===== config.mk =====
export PLATFORM = sky130hd
export DESIGN_NAME = dtw_gesture_match
export DESIGN_NICKNAME = d
export VERILOG_FILES = /design/src/hdl/dgm_pkg.sv /design/src/hdl/dgm_local_cost.sv /design/src/hdl/dgm_cost_row.sv /design/src/hdl/dtw_gesture_match.sv
export SDC_FILE = /design/constraint.sdc
export NUM_CORES = 2
export LEC_CHECK = 0
export ABC_AREA = 1
export BUFFER_PORTS_ARGS = -buffer_cell sky130_fd_sc_hd__buf_2
export CORE_ASPECT_RATIO = 1.75
export CORE_UTILIZATION = 60
export CTS_BUF_LIST = sky130_fd_sc_hd__clkbuf_4
export CTS_CLUSTER_DIAMETER = 150
export DETAILED_ROUTE_END_ITERATION = 7
export HOLD_SLACK_MARGIN = 0.08
export PLACE_DENSITY = 0.84
export SETUP_SLACK_MARGIN = 0.05
export SYNTH_ARGS = -nofsm -noshare
export SYNTH_HDL_FRONTEND = slang
export SYNTH_SLANG_ARGS = --single-unit

===== constraint.sdc =====
create_clock -name clk -period 7.25 [get_ports clk]
set_input_delay 0.3625 -clock clk [delete_from_list [all_inputs] [get_ports clk]]
set_output_delay 0.3625 -clock clk [all_outputs]
set_load 0.01 [all_outputs]

===== src/hdl/dgm_pkg.sv =====
// ----------------------------------------------------------------------------
// dgm_pkg
// Shared types and constants of the dynamic time warping gesture matcher.
// ----------------------------------------------------------------------------
package dgm_pkg;

  // field widths
  localparam int SW     = 13;  // one axis of a sample
  localparam int DW     = 14;  // difference of two axis values
  localparam int SQW    = 26;  // square of a difference
  localparam int LW     = 28;  // local cost, sum of up to three squares
  localparam int COST_W = 36;  // cumulative cost
  localparam int CNT_W  = 4;   // sample count and window length

  // request opcodes
  localparam logic OP_REF_WRITE = 1'b0;
  localparam logic OP_SAMPLE    = 1'b1;

  // configuration register indexes
  localparam int   CFG_IDX_W        = 1;
  localparam logic CFG_THRESHOLD    = 1'b0;
  localparam logic CFG_WINDOW_LEN   = 1'b1;

  localparam logic [COST_W-1:0] THRESHOLD_RST  = 36'd500000;
  localparam logic [CNT_W-1:0]  WINDOW_LEN_RST = 4'd14;
  localparam logic [COST_W-1:0] COST_MAX       = {COST_W{1'b1}};

  // flags that travel with a column through the sweep pipeline
  typedef struct packed {
    logic vld;
    logic first_row;
    logic first_col;
    logic last_col;
  } sweep_ctl_t;

endpackage


===== src/hdl/dgm_local_cost.sv =====
// ----------------------------------------------------------------------------
// dgm_local_cost
// Reference gesture memory and the per-axis squared differences of a cell.
// ----------------------------------------------------------------------------
module dgm_local_cost import dgm_pkg::*; #(
  parameter int WINDOW = 14,
  parameter int AXES   = 3,
  localparam int RW    = $clog2(WINDOW)
) (
  input  logic                      clk,
  input  logic                      wr_en,
  input  logic [RW-1:0]             wr_addr,
  input  logic [AXES-1:0][SW-1:0]   wr_row,
  input  logic [RW-1:0]             rd_addr,
  input  logic [AXES-1:0][SW-1:0]   sample,
  output logic [AXES-1:0][SQW-1:0]  sq
);

  logic [AXES-1:0][SW-1:0]  ref_mem [WINDOW];
  logic [AXES-1:0][SW-1:0]  ref_q_r;
  logic [AXES-1:0][SQW-1:0] sq_r;
  logic [AXES-1:0][SQW-1:0] sq_nxt;
  logic signed [DW-1:0]     diff [AXES];
  logic signed [2*DW-1:0]   prod [AXES];

  always_ff @(posedge clk) begin
    if (wr_en) begin
      ref_mem[wr_addr] <= wr_row;
    end
    ref_q_r <= ref_mem[rd_addr];
  end

  always_comb begin
    for (int k = 0; k < AXES; k++) begin
      diff[k]   = $signed({sample[k][SW-1], sample[k]}) -
                  $signed({ref_q_r[k][SW-1], ref_q_r[k]});
      prod[k]   = diff[k] * diff[k];
      sq_nxt[k] = prod[k][SQW-1:0];
    end
  end

  always_ff @(posedge clk) begin
    sq_r <= sq_nxt;
  end

  assign sq = sq_r;

endmodule


===== src/hdl/dgm_cost_row.sv =====
// ----------------------------------------------------------------------------
// dgm_cost_row
// Cumulative cost row memory and the warping recurrence, one cell a cycle.
// ----------------------------------------------------------------------------
module dgm_cost_row import dgm_pkg::*; #(
  parameter int WINDOW = 14,
  parameter int AXES   = 3,
  localparam int RW    = $clog2(WINDOW)
) (
  input  logic                      clk,
  input  logic                      rst_n,
  input  logic [RW-1:0]             rd_addr,
  input  sweep_ctl_t                ctl1,
  input  sweep_ctl_t                ctl2,
  input  logic [RW-1:0]             wr_addr,
  input  logic [AXES-1:0][SQW-1:0]  sq,
  output logic [COST_W-1:0]         new_cell
);

  logic [COST_W-1:0] cost_mem [WINDOW];
  logic [COST_W-1:0] cost_q_r;
  logic [COST_W-1:0] diag_hold_r;
  logic [COST_W-1:0] diag_hold_nxt;
  logic [COST_W-1:0] left_hold_r;
  logic [COST_W-1:0] left_hold_nxt;
  logic [COST_W-1:0] up_r;
  logic [COST_W-1:0] up_nxt;
  logic [COST_W-1:0] min_ud_r;
  logic [COST_W-1:0] min_ud_nxt;
  logic [LW-1:0]     local_cost;
  logic [COST_W-1:0] best;
  logic [COST_W:0]   sum;
  logic [COST_W-1:0] cell_cost;

  // read of column c and write of column c-2 never meet on the same entry
  always_ff @(posedge clk) begin
    if (ctl2.vld) begin
      cost_mem[wr_addr] <= cell_cost;
    end
    cost_q_r <= cost_mem[rd_addr];
  end

  // first stage: up neighbour and min of up and diagonal
  always_comb begin
    up_nxt        = up_r;
    min_ud_nxt    = min_ud_r;
    diag_hold_nxt = diag_hold_r;
    if (ctl1.vld) begin
      up_nxt        = cost_q_r;
      min_ud_nxt    = (cost_q_r < diag_hold_r) ? cost_q_r : diag_hold_r;
      diag_hold_nxt = cost_q_r;
    end
  end

  // second stage: local cost plus best neighbour, saturating
  always_comb begin
    local_cost = '0;
    for (int k = 0; k < AXES; k++) begin
      local_cost = local_cost + LW'(sq[k]);
    end
    if (ctl2.first_row) begin
      best = ctl2.first_col ? '0 : left_hold_r;
    end else if (ctl2.first_col) begin
      best = up_r;
    end else begin
      best = (left_hold_r < min_ud_r) ? left_hold_r : min_ud_r;
    end
    sum  = {1'b0, best} + (COST_W+1)'(local_cost);
    cell_cost = sum[COST_W] ? COST_MAX : sum[COST_W-1:0];
    left_hold_nxt = ctl2.vld ? cell_cost : left_hold_r;
  end

  always_ff @(posedge clk) begin
    if (!rst_n) begin
      diag_hold_r <= '0;
      left_hold_r <= '0;
    end else begin
      diag_hold_r <= diag_hold_nxt;
      left_hold_r <= left_hold_nxt;
    end
  end

  always_ff @(posedge clk) begin
    up_r     <= up_nxt;
    min_ud_r <= min_ud_nxt;
  end

  assign new_cell = cell_cost;

endmodule


===== src/hdl/dtw_gesture_match.sv =====
// ----------------------------------------------------------------------------
// dtw_gesture_match
// Dynamic time warping match of 3-axis accelerometer windows to a reference.
// ----------------------------------------------------------------------------
// Input channel (in_valid / in_stall): in_op selects a reference row write
// (row in_ref_index gets the sample) or a candidate sample. Result channel
// (out_valid / out_stall) carries the warping distance and the match flag,
// one result after every len candidate samples (len = clamped window length).
// Configuration channel (cfg_valid / cfg_ready, always ready): index 0 is the
// match threshold, index 1 the window length; write only while idle.
// A reference write does not make the block busy. A candidate sample sweeps
// the cost row at one cell a cycle through the reference and cost-row
// memories; the result of the last sample of a window is registered from
// the last cell of its sweep.
// The request after a sample is taken once the sweep has finished.
// Reset clears the sample count, the handshake state and the registers to
// threshold 500000 and length 14; the memories are not cleared, every used
// reference row has to be written first.
// A stalled result is held; further requests are still taken, except a
// sample that would end a window, which waits until the result has gone.
// ----------------------------------------------------------------------------
module dtw_gesture_match import dgm_pkg::*; #(
  parameter int WINDOW = 14,
  parameter int AXES   = 3
) (
  input  logic                  clk,
  input  logic                  rst_n,
  input  logic                  in_valid,
  output logic                  in_stall,
  input  logic                  in_op,
  input  logic [3:0]            in_ref_index,
  input  logic signed [SW-1:0]  in_sample_x,
  input  logic signed [SW-1:0]  in_sample_y,
  input  logic signed [SW-1:0]  in_sample_z,
  output logic                  out_valid,
  input  logic                  out_stall,
  output logic [COST_W-1:0]     out_distance,
  output logic                  out_is_match,
  input  logic                  cfg_valid,
  output logic                  cfg_ready,
  input  logic [CFG_IDX_W-1:0]  cfg_index,
  input  logic [COST_W-1:0]     cfg_data
);

  localparam int RW = $clog2(WINDOW);
  localparam int CW = (RW > CNT_W) ? RW : CNT_W;

  logic [COST_W-1:0]        match_threshold_r;
  logic [CNT_W-1:0]         window_length_r;
  logic [CNT_W-1:0]         len;
  logic [CNT_W-1:0]         len_m1;
  logic [CNT_W-1:0]         cnt_inc;
  logic                     ends_now;
  logic                     accept;
  logic                     start;
  logic                     ref_wr_en;
  logic [SW-1:0]            in_axes [3];
  logic [AXES-1:0][SW-1:0]  in_row;

  logic                     busy_r, busy_nxt;
  logic                     issue_vld_r, issue_vld_nxt;
  logic [RW-1:0]            col_r, col_nxt;
  logic [RW-1:0]            col1_r, col2_r;
  logic                     first_row_r, first_row_nxt;
  logic                     ends_r, ends_nxt;
  logic [CNT_W-1:0]         sample_count_r, sample_count_nxt;
  logic [AXES-1:0][SW-1:0]  sample_r, sample_nxt;
  sweep_ctl_t               ctl0, ctl1_r, ctl2_r;
  logic                     out_valid_r, out_valid_nxt;
  logic [COST_W-1:0]        out_distance_r, out_distance_nxt;
  logic [AXES-1:0][SQW-1:0] sq;
  logic [COST_W-1:0]        new_cell;

  // configuration registers
  assign cfg_ready = 1'b1;

  always_ff @(posedge clk) begin
    if (!rst_n) begin
      match_threshold_r <= THRESHOLD_RST;
      window_length_r   <= WINDOW_LEN_RST;
    end else if (cfg_valid && cfg_ready) begin
      unique case (cfg_index)
        CFG_THRESHOLD:  match_threshold_r <= cfg_data;
        CFG_WINDOW_LEN: window_length_r   <= cfg_data[CNT_W-1:0];
        default:        ;
      endcase
    end
  end

  // effective window length, clamped to 1..WINDOW
  always_comb begin
    if (window_length_r == '0) begin
      len = CNT_W'(1);
    end else if (int'(window_length_r) > WINDOW) begin
      len = CNT_W'(WINDOW);
    end else begin
      len = window_length_r;
    end
    len_m1   = len - CNT_W'(1);
    cnt_inc  = sample_count_r + CNT_W'(1);
    ends_now = (cnt_inc >= len) || (cnt_inc == '0);
  end

  assign in_stall  = busy_r ||
                     ((in_op == OP_SAMPLE) && ends_now && out_valid_r && out_stall);
  assign accept    = in_valid && !in_stall;
  assign start     = accept && (in_op == OP_SAMPLE);
  assign ref_wr_en = accept && (in_op == OP_REF_WRITE) && (int'(in_ref_index) < WINDOW);

  always_comb begin
    in_axes[0] = in_sample_x;
    in_axes[1] = in_sample_y;
    in_axes[2] = in_sample_z;
    for (int k = 0; k < AXES; k++) begin
      in_row[k] = in_axes[k];
    end
  end

  assign ctl0.vld       = issue_vld_r;
  assign ctl0.first_row = first_row_r;
  assign ctl0.first_col = (col_r == '0);
  assign ctl0.last_col  = (CW'(col_r) == CW'(len_m1));

  // sweep sequencer
  always_comb begin
    busy_nxt         = busy_r;
    issue_vld_nxt    = issue_vld_r;
    col_nxt          = col_r;
    first_row_nxt    = first_row_r;
    ends_nxt         = ends_r;
    sample_count_nxt = sample_count_r;
    sample_nxt       = sample_r;
    out_valid_nxt    = out_valid_r;
    out_distance_nxt = out_distance_r;

    if (out_valid_r && !out_stall) begin
      out_valid_nxt = 1'b0;
    end

    if (start) begin
      busy_nxt         = 1'b1;
      issue_vld_nxt    = 1'b1;
      col_nxt          = '0;
      first_row_nxt    = (sample_count_r == '0);
      ends_nxt         = ends_now;
      sample_count_nxt = ends_now ? '0 : cnt_inc;
      sample_nxt       = in_row;
    end else if (issue_vld_r) begin
      if (ctl0.last_col) begin
        issue_vld_nxt = 1'b0;
      end else begin
        col_nxt = col_r + RW'(1);
      end
    end

    if (ctl2_r.vld && ctl2_r.last_col) begin
      busy_nxt = 1'b0;
      if (ends_r) begin
        out_valid_nxt    = 1'b1;
        out_distance_nxt = new_cell;
      end
    end
  end

  always_ff @(posedge clk) begin
    if (!rst_n) begin
      busy_r         <= 1'b0;
      issue_vld_r    <= 1'b0;
      sample_count_r <= '0;
      ctl1_r         <= '0;
      ctl2_r         <= '0;
      out_valid_r    <= 1'b0;
    end else begin
      busy_r         <= busy_nxt;
      issue_vld_r    <= issue_vld_nxt;
      sample_count_r <= sample_count_nxt;
      ctl1_r         <= ctl0;
      ctl2_r         <= ctl1_r;
      out_valid_r    <= out_valid_nxt;
    end
  end

  always_ff @(posedge clk) begin
    col_r          <= col_nxt;
    col1_r         <= col_r;
    col2_r         <= col1_r;
    first_row_r    <= first_row_nxt;
    ends_r         <= ends_nxt;
    sample_r       <= sample_nxt;
    out_distance_r <= out_distance_nxt;
  end

  dgm_local_cost #(
    .WINDOW (WINDOW),
    .AXES   (AXES)
  ) u_local_cost (
    .clk     (clk),
    .wr_en   (ref_wr_en),
    .wr_addr (RW'(in_ref_index)),
    .wr_row  (in_row),
    .rd_addr (col_r),
    .sample  (sample_r),
    .sq      (sq)
  );

  dgm_cost_row #(
    .WINDOW (WINDOW),
    .AXES   (AXES)
  ) u_cost_row (
    .clk      (clk),
    .rst_n    (rst_n),
    .rd_addr  (col_r),
    .ctl1     (ctl1_r),
    .ctl2     (ctl2_r),
    .wr_addr  (col2_r),
    .sq       (sq),
    .new_cell (new_cell)
  );

  assign out_valid    = out_valid_r;
  assign out_distance = out_distance_r;
  assign out_is_match = (out_distance_r < match_threshold_r);

endmodule


==> results.md <==
STA:
- The max-slew violation count is 0.
- For the finished layout, the period the worst path requires is 7.15 ns.
- The tightest slew margin relative to the limit is 0.139.
- In the final timing run, aggregate negative setup slack is 0 ns.
- The final setup violation count is 0.
- Setup repair after global routing could not meet its margin everywhere.
- The achievable frequency is around 0.14 GHz.
- The worst clock skew is 0.154 ns.
- The final-report hold violation count was 0.
- For the pin with the worst max-slew slack, the measured transition is about 1.3 ns.
- Of the available clock period, the critical path in the final layout requires 0.986.

Die:
- The overall die width is between 200 and 300 µm.
- The initialized floorplan defines approximately 180 standard-cell rows.
- The number of ports placed on the die boundary is approximately 130.
- The die covers 137000 µm².
- The region available for standard cell placement spans 134000 µm².
- The initial utilization of the core area, before any placement, comes to 0.603.
- The die outline height is a little under 500 µm.

Routing:
- The number of vias after detailed routing is ~60000.
- The first detailed-routing pass ran for 8 iterations.
- The number of remaining DRC errors is 0.
- Using the TritonRoute via totals, the vias-per-cell ratio works out to just under 6.
- The starting DRC count in detailed routing is 6086.
- For this block, the routed nets add up to 227000 µm of wire.
- The per-cell routed wire length is 22.0 µm.
- Once detail routing completed, the nets flagged for antenna violations numbered 0.

Synthesis:
- In this run the cell area of the synthesized design comes to about 81000 µm².
- The number of synthesized flops with an enable pin is around 1200.
- The proportion of register bits with asynchronous set or reset after synthesis is 0.
- After synthesis, the cell types taking the most area are sky130_fd_sc_hd__edfxtp_1 44%, sky130_fd_sc_hd__fa_1 12%, sky130_fd_sc_hd__dfxtp_1 7.1%.
- After synthesis, the mean cell area works out to about 11 µm².
- The area share of the largest cell type after synthesis is 0.444.
- The flip-flop and latch count after synthesis is ~1500.
- The biggest area contributor in the post-synthesis netlist is sky130_fd_sc_hd__edfxtp_1.
- The netlist uses 59 different library cells.
- The Yosys warning count is 0.
- The synthesized netlist cell count is 7672.
- The most used flip-flop cell after synthesis is sky130_fd_sc_hd__edfxtp_1.
- The sequential-to-total area share from yosys stat is 0.516.

CTS:
- The total clock buffers created by CTS is between 300 and 400.
- The worst-case clock buffer depth is 4.
- Clock tree synthesis selected as its root buffer the cell sky130_fd_sc_hd__clkbuf_4.
- The number of sinks driven by the clock tree is ~1500.
- After clock tree synthesis, the clock-pin slew on the worst setup and hold paths is ~0.080 ns.
- The H-tree generated during clock tree synthesis spans 5 levels.
- The TritonCTS clock tree is done.
- Clock latency on the worst-skew pair, taken at its later pin, is around 1.3 ns.

Placed design:
- The half-perimeter wire length after detailed placement is between 100000 and 150000 µm.
- The placer congestion estimate is between 0.9 and 1.
- Input and output buffers added on the ports amount to around 120.

Layout:
- The layout filler cell count is ~9200.
- Relative to the synthesized area, the layout overhead comes to 14.0%.
- The number of nets in the finished design is between 9000 and 10000.
- Of the cells placed in the final design, the portion with a size suffix greater than 1 is 0.137.

Critical path:
- The critical path class is flip-flop to flip-flop.
- The required time of the critical path is 8.31 ns.
- In this design, the stage delay of the slowest critical-path cell is just over 0.6 ns.
- The nature of the critical path endpoint is a flip-flop.
- STA puts the critical path data arrival time at around 8.2 ns.
- The cell with the biggest individual delay on the critical path is sky130_fd_sc_hd__fa_1.
- Of all nets on the critical path, the largest fanout is 8.
- The kind of launch point of the worst setup path is a flip-flop.

Global routing:
- The initial antenna violation count is 9.
- Entering global routing, the biggest net connects 192 pins.
- The overall global routing resource usage is 0.330.
- For this run the aggregate overflow at the end of global routing stands at 0.
- The via count of the first global-routing pass is between 60000 and 70000.
- The first-pass GRT wire length is 342000 µm.

Worst hold path:
- The tightest min-delay check is of the input pin to flip-flop type.

Status:
- The run finished with clean final reports.

Run:
- The total of max-cap violations is 0.
==> synthesized netlist by cell type, types with 5 or more instances <==
library cell,count
sky130_fd_sc_hd__o21ai_0,790
sky130_fd_sc_hd__clkinv_1,5
sky130_fd_sc_hd__nand2_1,861
sky130_fd_sc_hd__nor3_1,34
sky130_fd_sc_hd__o211ai_1,37
sky130_fd_sc_hd__o22ai_1,251
sky130_fd_sc_hd__nor4_1,7
sky130_fd_sc_hd__a31oi_1,15
sky130_fd_sc_hd__inv_1,1071
sky130_fd_sc_hd__nor2_1,924
sky130_fd_sc_hd__ha_1,417
sky130_fd_sc_hd__buf_2,8
sky130_fd_sc_hd__o21a_1,14
sky130_fd_sc_hd__buf_1,16
sky130_fd_sc_hd__a211oi_1,9
sky130_fd_sc_hd__clkbuf_1,284
sky130_fd_sc_hd__a21o_1,23
sky130_fd_sc_hd__xnor2_1,71
sky130_fd_sc_hd__nand2_2,5
sky130_fd_sc_hd__fa_1,488
sky130_fd_sc_hd__edfxtp_1,1199
sky130_fd_sc_hd__nand3_1,155
sky130_fd_sc_hd__or2_2,11
sky130_fd_sc_hd__a21boi_0,9
sky130_fd_sc_hd__nand4_1,31
sky130_fd_sc_hd__o21ai_1,30
sky130_fd_sc_hd__nand3b_1,7
sky130_fd_sc_hd__xor2_1,150
sky130_fd_sc_hd__a21oi_1,381
sky130_fd_sc_hd__dfxtp_1,289
sky130_fd_sc_hd__o21bai_1,30
==> worst max-delay path: cells and delay by family (launching register included) <==
family                     cells  cell delay (ns)
adders and majority gates      9             3.88
and+or+nand+nor               15             1.72
buffers and inverters          8             0.58
DFF                            1             0.40
xor gates and xnor gates       1             0.29
AOI/OAI and AO/OA              1             0.13
==> per-layer routing <==
metal / up-vias / track usage / routed length [µm]
met2: 3528 / 0.590 / 117000
met4: 6 / 0.269 / 19600
met5: - / 0 / 35
li1: 27200 / - / -
met3: 1105 / 0.0624 / 18100
met1: 29500 / 0.332 / 72100
==> final cells by class <==
| cell class | instances | area, µm² | area share |
|---|---|---|---|
| Clock buffer | 486 | 3650 | 0.0395 |
| Inverter | 1080 | 4080 | 0.0442 |
| Timing Repair Buffer | 579 | 4690 | 0.0508 |
| Sequential cell | 1488 | 41800 | 0.453 |
| Multi-Input combinational cell | 4795 | 35200 | 0.381 |
| Clock inverter | 95 | 599 | 0.00649 |
| Tap cell | 1800 | 2250 | 0.0244 |
| Antenna cell | 10 | 25.0 | 0.000271 |
==> cell usage in the layout (no fill, tap or decap), drive strengths merged, types with 150 or more instances in the layout <==
cell         Yosys  routed
nand3          161     161
edfxtp        1199    1199
xor2           150     150
dfxtp          289     289
nand2          866     866
nor2           927     927
o22ai          251     251
o21ai          820     820
inv           1075    1082
buf             28     363
dlygate4sd3      0     216
fa             488     488
ha             417     417
clkbuf         284     486
a21oi          385     385
==> worst paths after layout <==
path | startpoint | end | slack, ns | cells after the start
setup / recovery | sample_r[0] | u_local_cost.sq[25] | 0.10 | 34
hold / removal | in_sample_y[0] | u_local_cost.ref_mem[3][13] | 0.19 | 2
setup reg to reg | sample_r[0] | u_local_cost.sq[25] | 0.10 | 34
hold reg to reg | col1_r[1] | col2_r[1] | 0.33 | 0
==> flip-flops by register name (all words and copies together) (netlist names), 39 cells and up <==
name / count
u_local_cost.ref_mem: 546
u_local_cost.sq: 75
u_cost_row.cost_mem: 504
u_local_cost.ref_q_r: 39
sample_r: 39
==> cells by family after synthesis <==
group                    count (synthesis)  share of synthesized area
flip-flops                            1488                      0.516
adder cells (fa/ha/maj)                905                      0.185
buffers and inverters                 1392                     0.0649
XOR/XNOR                               222                     0.0242
other                                    2                  0.0000927
multiplexers                             2                   0.000263
AO/OA/AOI/OAI                         1613                      0.109
AND/OR/NAND/NOR                       2048                      0.101
==> through the flow <==
stage | utilization | instances | hold slack [ns] | area [µm²] | setup WS [ns]
floorplan | - | 7675 | 0.310 | 81000 | 0.186
global route | 0.687 | 10300 | 0.136 | 92300 | -0.175
global placement | 0.630 | 9500 | 0.310 | 84600 | -0.0594
CTS | 0.679 | 10300 | 0.0911 | 91200 | 0.00810
detailed placement | 0.630 | 9500 | 0.314 | 84600 | -0.201
finish | 0.688 | 10300 | 0.189 | 92300 | 0.102
==> what timing repair did <==
action / 4_1_cts / 5_1_grt
setup endpoints to repair: 13 / 239
pin swaps: 10 / 79
hold buffers: 217 / 0
gates resized for setup: 35 / 243
setup buffers: 4 / 21
endpoints found under the hold margin: 1048 / 0
Power is left out: the tool's default activity adds up to more than one toggle a clock period on the data nets, which glitch-free logic cannot reach.
